## config.mk

```make
export PLATFORM = sky130hd
export DESIGN_NAME = mrg3_uniform_generator_flat
export DESIGN_NICKNAME = d
export VERILOG_FILES = /design/src/hdl/mrg3_pkg.sv /design/src/hdl/mrg3_req_if.sv /design/src/hdl/mrg3_rsp_if.sv /design/src/hdl/mrg3_csr.sv /design/src/hdl/mrg3_core.sv /design/src/hdl/mrg3_uniform_generator.sv /design/src/flat_wrapper.sv
export SDC_FILE = /design/constraint.sdc
export NUM_CORES = 2
export LEC_CHECK = 0
export BUFFER_PORTS_ARGS = -buffer_cell sky130_fd_sc_hd__buf_2
export CAP_MARGIN = 20
export CORE_ASPECT_RATIO = 1.1
export CORE_MARGIN = 10
export CORE_UTILIZATION = 45
export CTS_BUF_LIST = sky130_fd_sc_hd__clkbuf_16
export DETAILED_ROUTE_END_ITERATION = 16
export GPL_TIMING_DRIVEN = 0
export HOLD_SLACK_MARGIN = 0.03
export SYNTH_ARGS = -nofsm -noshare
export SYNTH_HDL_FRONTEND = slang
export SYNTH_SLANG_ARGS = --single-unit
```

## constraint.sdc

```tcl
create_clock -name clock -period 20.8 [get_ports clock]
set_input_delay 3.12 -clock clock [delete_from_list [all_inputs] [get_ports clock]]
set_output_delay 3.12 -clock clock [all_outputs]
set_load 0.03 [all_outputs]
```

## src/hdl/mrg3_pkg.sv

```systemverilog
`default_nettype none
// ----------------------------------------------------------------------------
// mrg3_pkg
// Shared constants and types of the third-order recursive uniform generator.
// ----------------------------------------------------------------------------
package mrg3_pkg;

   localparam int unsigned WordWidth  = 32;
   localparam int unsigned IndexWidth = 2;

   // Modulus 2^32 - 5 and the reset value of seeds and history.
   localparam logic [WordWidth-1:0] MrgPrime  = 32'd4294967291;
   localparam logic [WordWidth-1:0] SeedReset = 32'd10;

   typedef logic [WordWidth-1:0] word_type;

   typedef enum logic [IndexWidth-1:0] {
      CSR_SEED_NEWEST = 2'd0,
      CSR_SEED_MIDDLE = 2'd1,
      CSR_SEED_OLDEST = 2'd2
   } csr_index_type;

   typedef struct packed {
      word_type newest;
      word_type middle;
      word_type oldest;
   } seed_type;

   // Control from the handshake logic to the history datapath.
   typedef struct packed {
      logic advance;
      logic reload;
   } ctl_type;

endpackage
`default_nettype wire

```

## src/hdl/mrg3_req_if.sv

```systemverilog
`default_nettype none
// ----------------------------------------------------------------------------
// mrg3_req_if
// Request channel: one item either draws a value or reloads the history.
// ----------------------------------------------------------------------------
interface mrg3_req_if;
   logic valid;
   logic ready;
   logic reload;

   modport source (output valid, output reload, input ready);
   modport sink (input valid, input reload, output ready);
endinterface
`default_nettype wire

```

## src/hdl/mrg3_rsp_if.sv

```systemverilog
`default_nettype none
// ----------------------------------------------------------------------------
// mrg3_rsp_if
// Response channel: one item carries one generator value.
// ----------------------------------------------------------------------------
interface mrg3_rsp_if;
   logic        valid;
   logic        ready;
   logic [31:0] sample;

   modport source (output valid, output sample, input ready);
   modport sink (input valid, input sample, output ready);
endinterface
`default_nettype wire

```

## src/hdl/mrg3_csr.sv

```systemverilog
`default_nettype none
// ----------------------------------------------------------------------------
// mrg3_csr
// Seed register file, written through a plain write port.
// ----------------------------------------------------------------------------
module mrg3_csr (
   input  wire logic                       clock,
   input  wire logic                       reset,
   input  wire logic                       csr_wr_en,
   input  wire logic [mrg3_pkg::IndexWidth-1:0] csr_index,
   input  wire logic [mrg3_pkg::WordWidth-1:0]  csr_wdata,
   output mrg3_pkg::seed_type              seeds
);
   import mrg3_pkg::*;

   seed_type seeds_ff;
   seed_type seeds_in;

   always_comb begin
      seeds_in = seeds_ff;
      if (csr_wr_en) begin
         case (csr_index)
            CSR_SEED_NEWEST: seeds_in.newest = csr_wdata;
            CSR_SEED_MIDDLE: seeds_in.middle = csr_wdata;
            CSR_SEED_OLDEST: seeds_in.oldest = csr_wdata;
            default: seeds_in = seeds_ff;
         endcase
      end
   end

   always_ff @(posedge clock) begin
      if (reset) begin
         seeds_ff <= '{newest: SeedReset, middle: SeedReset, oldest: SeedReset};
      end else begin
         seeds_ff <= seeds_in;
      end
   end

   assign seeds = seeds_ff;

endmodule
`default_nettype wire

```

## src/hdl/mrg3_core.sv

```systemverilog
`default_nettype none
// ----------------------------------------------------------------------------
// mrg3_core
// History registers and the weighted-sum step reduced modulo 2^32 - 5.
// ----------------------------------------------------------------------------
module mrg3_core (
   input  wire logic                        clock,
   input  wire logic                        reset,
   input  wire mrg3_pkg::ctl_type           ctl,
   input  wire mrg3_pkg::seed_type          seeds,
   output logic [mrg3_pkg::WordWidth-1:0]   next_value
);
   import mrg3_pkg::*;

   seed_type hist_ff;
   seed_type hist_in;

   logic [44:0] acc;
   logic [32:0] fold_one;
   logic [32:0] fold_two;
   word_type    folded;

   // Constant multiplies; the sum stays below 2^45.
   always_comb begin
      acc = 45'(hist_ff.newest) * 45'd1176
          + 45'(hist_ff.middle) * 45'd1476
          + 45'(hist_ff.oldest) * 45'd1776;
   end

   // 2^32 is congruent to 5, so the upper bits fold back in times five. After
   // two folds the value is below 2^32 and one conditional subtract finishes.
   always_comb begin
      fold_one = {1'b0, acc[31:0]} + 33'(acc[44:32]) * 33'd5;
      fold_two = {1'b0, fold_one[31:0]} + (fold_one[32] ? 33'd5 : 33'd0);
      folded   = fold_two[31:0];
      if (folded >= MrgPrime) begin
         next_value = folded - MrgPrime;
      end else begin
         next_value = folded;
      end
   end

   always_comb begin
      hist_in = hist_ff;
      if (ctl.advance) begin
         if (ctl.reload) begin
            hist_in = seeds;
         end else begin
            hist_in.oldest = hist_ff.middle;
            hist_in.middle = hist_ff.newest;
            hist_in.newest = next_value;
         end
      end
   end

   always_ff @(posedge clock) begin
      if (reset) begin
         hist_ff <= '{newest: SeedReset, middle: SeedReset, oldest: SeedReset};
      end else begin
         hist_ff <= hist_in;
      end
   end

endmodule
`default_nettype wire

```

## src/hdl/mrg3_uniform_generator.sv

```systemverilog
`default_nettype none
// ----------------------------------------------------------------------------
// mrg3_uniform_generator
// Third-order multiple recursive generator over 2^32 - 5, one value per draw.
// ----------------------------------------------------------------------------
// Path: a draw accepted on req_chan is loaded into the input register, then the
// history step runs into the result register once that register is free, and
// the value waits there on rsp_chan until it is taken.
// Throughput: one item per cycle unless a draw meets a held result register; the
// history step is one stage and a reload item passes by the result register.
// Reset: synchronous; seeds and history return to 10 and both stages empty.
module mrg3_uniform_generator (
   input  wire logic                            clock,
   input  wire logic                            reset,
   mrg3_req_if.sink                             req_chan,
   mrg3_rsp_if.source                           rsp_chan,
   input  wire logic                            csr_wr_en,
   input  wire logic [mrg3_pkg::IndexWidth-1:0] csr_index,
   input  wire logic [mrg3_pkg::WordWidth-1:0]  csr_wdata
);
   import mrg3_pkg::*;

   seed_type seeds;
   ctl_type  core_ctl;
   word_type next_value;

   logic     in_valid_ff;
   logic     in_valid_in;
   logic     in_reload_ff;
   logic     in_reload_in;
   logic     out_valid_ff;
   logic     out_valid_in;
   word_type out_sample_ff;
   word_type out_sample_in;

   logic     slot_free;
   logic     req_take;
   logic     draw_done;

   mrg3_csr u_csr (
      .clock     (clock),
      .reset     (reset),
      .csr_wr_en (csr_wr_en),
      .csr_index (csr_index),
      .csr_wdata (csr_wdata),
      .seeds     (seeds)
   );

   mrg3_core u_core (
      .clock      (clock),
      .reset      (reset),
      .ctl        (core_ctl),
      .seeds      (seeds),
      .next_value (next_value)
   );

   // A reload item never needs the result register, so it always moves on.
   assign slot_free        = !out_valid_ff || rsp_chan.ready;
   assign core_ctl.reload  = in_reload_ff;
   assign core_ctl.advance = in_valid_ff && (in_reload_ff || slot_free);
   assign draw_done        = core_ctl.advance && !in_reload_ff;

   assign req_chan.ready = !in_valid_ff || core_ctl.advance;
   assign req_take       = req_chan.valid && req_chan.ready;

   always_comb begin
      in_valid_in  = in_valid_ff;
      in_reload_in = in_reload_ff;
      if (req_take) begin
         in_valid_in  = 1'b1;
         in_reload_in = req_chan.reload;
      end else if (core_ctl.advance) begin
         in_valid_in = 1'b0;
      end
   end

   always_comb begin
      out_valid_in  = out_valid_ff;
      out_sample_in = out_sample_ff;
      if (draw_done) begin
         out_valid_in  = 1'b1;
         out_sample_in = next_value;
      end else if (rsp_chan.ready) begin
         out_valid_in = 1'b0;
      end
   end

   always_ff @(posedge clock) begin
      if (reset) begin
         in_valid_ff  <= 1'b0;
         out_valid_ff <= 1'b0;
      end else begin
         in_valid_ff  <= in_valid_in;
         out_valid_ff <= out_valid_in;
      end
   end

   always_ff @(posedge clock) begin
      in_reload_ff  <= in_reload_in;
      out_sample_ff <= out_sample_in;
   end

   assign rsp_chan.valid  = out_valid_ff;
   assign rsp_chan.sample = out_sample_ff;

   // A pending draw must wait while the result register is held.
   a_draw_holds: assert property (@(posedge clock) disable iff (reset)
      in_valid_ff && !in_reload_ff && out_valid_ff && !rsp_chan.ready |=> in_valid_ff)
      else $error("pending draw item lost while the result was stalled");

   // A new result only appears after a draw went through the history step.
   a_result_from_draw: assert property (@(posedge clock) disable iff (reset)
      $rose(out_valid_ff) |-> $past(draw_done))
      else $error("result item appeared without a draw");

   // Every value leaving the block is fully reduced.
   a_sample_reduced: assert property (@(posedge clock) disable iff (reset)
      out_valid_ff |-> out_sample_ff < MrgPrime)
      else $error("result item not reduced modulo the prime");

   // A reload item never occupies the result register.
   a_reload_silent: assert property (@(posedge clock) disable iff (reset)
      core_ctl.advance && in_reload_ff && !out_valid_ff |=> !out_valid_ff)
      else $error("reload item produced a result");

endmodule
`default_nettype wire
```

## src/flat_wrapper.sv

```systemverilog
// flat-port wrapper written by rule: the top's interface ports become plain ports
module mrg3_uniform_generator_flat import mrg3_pkg::*;
  (clock, reset, csr_wr_en, csr_index, csr_wdata, req_chan_valid, req_chan_reload, req_chan_ready, rsp_chan_valid, rsp_chan_sample, rsp_chan_ready);
  mrg3_req_if req_chan_i ();
  mrg3_rsp_if rsp_chan_i ();
  input  wire logic clock;
  input  wire logic reset;
  input  wire logic csr_wr_en;
  input  wire logic [mrg3_pkg::IndexWidth-1:0] csr_index;
  input  wire logic [mrg3_pkg::WordWidth-1:0] csr_wdata;
  input wire logic [$bits(req_chan_i.valid)-1:0] req_chan_valid;
  input wire logic [$bits(req_chan_i.reload)-1:0] req_chan_reload;
  output wire logic [$bits(req_chan_i.ready)-1:0] req_chan_ready;
  output wire logic [$bits(rsp_chan_i.valid)-1:0] rsp_chan_valid;
  output wire logic [$bits(rsp_chan_i.sample)-1:0] rsp_chan_sample;
  input wire logic [$bits(rsp_chan_i.ready)-1:0] rsp_chan_ready;
  assign req_chan_i.valid = req_chan_valid;
  assign req_chan_i.reload = req_chan_reload;
  assign req_chan_ready = req_chan_i.ready;
  assign rsp_chan_valid = rsp_chan_i.valid;
  assign rsp_chan_sample = rsp_chan_i.sample;
  assign rsp_chan_i.ready = rsp_chan_ready;
  mrg3_uniform_generator u_core (.clock(clock), .reset(reset), .req_chan(req_chan_i), .rsp_chan(rsp_chan_i), .csr_wr_en(csr_wr_en), .csr_index(csr_index), .csr_wdata(csr_wdata));
endmodule
```

==> impl_metrics.csv <==
group,metric,value,unit
status,status,"finished clean",
clock_tree,postCtsResizedCells,0,
clock_tree,cts_tree,"yes",
clock_tree,insertion_delay,0.59,ns
floorplan,num_rows,98,
finish,drive_above_1_share,5.657,%
logic_synthesis,avgSynthCellArea,8.689,sq um
logic_synthesis,synth_edf_count,33,
sta,hold_viol,0,
grt,antenna_found_initial,1,
floorplan,io_pins,74,
sta,max_freq,57.45,MHz
place,io_buffers,72,
logic_synthesis,synthCells,3392,
logic_synthesis,seq_area_frac_synth,16.54,%
finish,multi_input_area,0.02187,sq mm
logic_synthesis,ys_ff_latch,227,
clock_tree,cts_num_sinks,227,
clock_tree,htreeDepth,1,
place,dp.cells,4316,
clock_tree,cts_buffers,27,
logic_synthesis,synth_top_area_share,20.92,%
grt,grt_pass1_wl,136400,um
setup_path,worst_setup_path_start_kind,"flop",
setup_path,crit_path_start,"u_core.u_core.hist_ff[32]",
logic_synthesis,yosysMostFrequentCell,"inv_1",
grt,grt_start_max_net_pins,22,
clock_tree,ctsHoldBuffers,0,
floorplan,die_w,264.0,um
grt,grt_util_all_layers,22.82,%
drt,drt-initial-drc-count,1557,
setup_path,crit_path_max_fanout,10,
grt,grt_pass1_vias,23580,
setup_path,timing.critical_path.slowest_cell_delay,0.77,ns
drt,drt-total-wl,87130,um
setup_path,worstPathArrival,17.68,ns
setup_path,end_kind,"flop",
grt,overflow,0,
finish,area_delta_synth_final,7.887,%
drt,vias,23810,
drt,viasPerCell,5.450,
logic_synthesis,synth_area,0.02947,sq mm
job,cap_violations,0,
clock_tree,clk_path_buf_depth,3,
place,gp_congestion,0.9333,
logic_synthesis,synth_cell_types,104,
sta,period_share,83.68,%
logic_synthesis,yosys.area.top_type,"fa_1",
finish,final_nets,4251,
sta,min_period,17.41,ns
floorplan,die_h,288.4,um
drt,drt_drc_violations_left,0,
finish,regArea,0.004875,sq mm
logic_synthesis,synth-main-ff-cell,"dfxtp_1",
logic_synthesis,synth_nets,4146,
setup_path,crit_top_cell,"ha_1",
clock_tree,clk_pin_slew,0.06,ns
setup_path,worst-setup-path-type,"flop to flop",
floorplan,dieArea,0.07615,sq mm
clock_tree,cts_setup_buffers,0,
finish,fin_cells,4369,
sta,slew_violations,0,
hold_path,min_from,"u_core.u_csr.seeds[41]",
place,post-dp-hpwl,73140,um
sta,rsz0062_at_grt,"false",
setup_path,r2r_slack,3.39,ns
logic_synthesis,ys_warn_count,0,
sta,final-setup-viol-count,0,
sta,timing.setup.tns,0,ns
finish,nFillCells,6433,
sta,slew_headroom,34.02,%
finish,final_design_area_no_fill,0.03180,sq mm
logic_synthesis,async_flop_share,0,%
drt,dr.pass1.iters,6,
setup_path,critPathRequiredTime,21.08,ns
drt,drtAntennaViolNets,0,
place,placed_cell_area,0.03093,sq mm
hold_path,hold_class,"flop to flop",
logic_synthesis,synthTopCellsByCount,"inv_1 (611), ha_1 (406), fa_1 (308), nand2_1 (293), a21oi_1 (250)",
floorplan,initial_utilization,45.35,%
clock_tree,ctsRootBufferMaster,"clkbuf_16",
floorplan,coreArea,0.06499,sq mm
sta,skew,0.03484,ns
drt,avgRoutedWirePerCell,19.94,um
sta,fin_hold_ws,0.4537,ns
sta,worst_slew_pin_slew,0.9896,ns
setup_path,cpMaxStageDelayCell,"dfxtp_1",
setup_path,r2r_start,"u_core.u_core.hist_ff[32]",
logic_synthesis,yosys-top-cells-area,"fa_1 (21%), ha_1 (17%), dfxtp_1 (13%), inv_1 (7.8%), a21oi_1 (4.2%)",
[metrics by stage]
step                      util (%)  setup slack (ns)
after floorplan                  -             6.240
after global placement       47.55             3.719
after detailed placement     47.60             3.617
after CTS                    48.91             3.542
after global routing         48.93             2.338
final                        48.93             3.394
[routing by layer]
metal | part of all wire, % | vias up | track usage, %
li1 | - | 11530 | -
met1 | 44 | 11590 | 30.02
met2 | 47 | 577 | 38.73
met3 | 5.5 | 108 | 2.511
met4 | 3.4 | 2 | 7.246
met5 | 0.015 | - | 0
[cells by family after synthesis]
kind of cell	Yosys count	share of synthesized area, %
simple gates	817	13.35
mux	71	2.415
compound gates	675	15.07
buf+inv	715	9.271
xor+xnor	173	5.192
fa+ha+maj	714	38.15
flops	227	16.54
[critical path, delay by kind of cell (launching register included)]
family                     cells  cell delay, ns
xor gates and xnor gates       2            0.30
DFF                            1            0.77
adders and majority gates     12            4.45
AOI/OAI and AO/OA             25            5.55
and+or+nand+nor               18            4.82
buffers and inverters          9            1.14
[final cells by class]
type | instances | area share [%]
plain buffers | 104 | 1.381
well taps | 850 | 3.344
diodes | 1 | 0.007869
flip-flops and latches | 227 | 15.33
inverters | 611 | 7.212
clock buffers | 27 | 2.125
clock inverters | 23 | 0.5509
repair buffers | 76 | 1.283
multi-input cells | 2450 | 68.77
[final timing paths]
path	endpoint	cells past startpoint
worst max register to register	u_core.rsp_chan.sample[17]	66
worst min register to register	u_core.u_csr.seeds[41]	2
worst max-delay path	u_core.rsp_chan.sample[17]	66
worst min-delay path	u_core.u_csr.seeds[41]	2
[cell usage in the layout (no fill, tap or decap), types with 46 or more instances in the layout]
master / count
xor2_1: 73
clkbuf_1: 76
nor2_1: 214
mux2i_1: 70
inv_1: 616
dfxtp_1: 194
xnor2_1: 98
o21ai_0: 82
nand3_1: 55
a21oi_1: 250
a211oi_1: 82
a21o_1: 46
nor3_1: 51
ha_1: 406
nand2_1: 293
buf_2: 84
fa_1: 308
[sequential cells by signal, indices dropped and copies added (netlist names)]
name                    count
u_core.u_csr.seeds         96
u_core.rsp_chan.sample     32
u_core.in_reload_ff         1
u_core.rsp_chan.valid       1
u_core.u_core.hist_ff      96
u_core.in_valid_ff          1
Power is left out: the tool's default activity adds up to more than one toggle a clock period on the data nets, which glitch-free logic cannot reach.
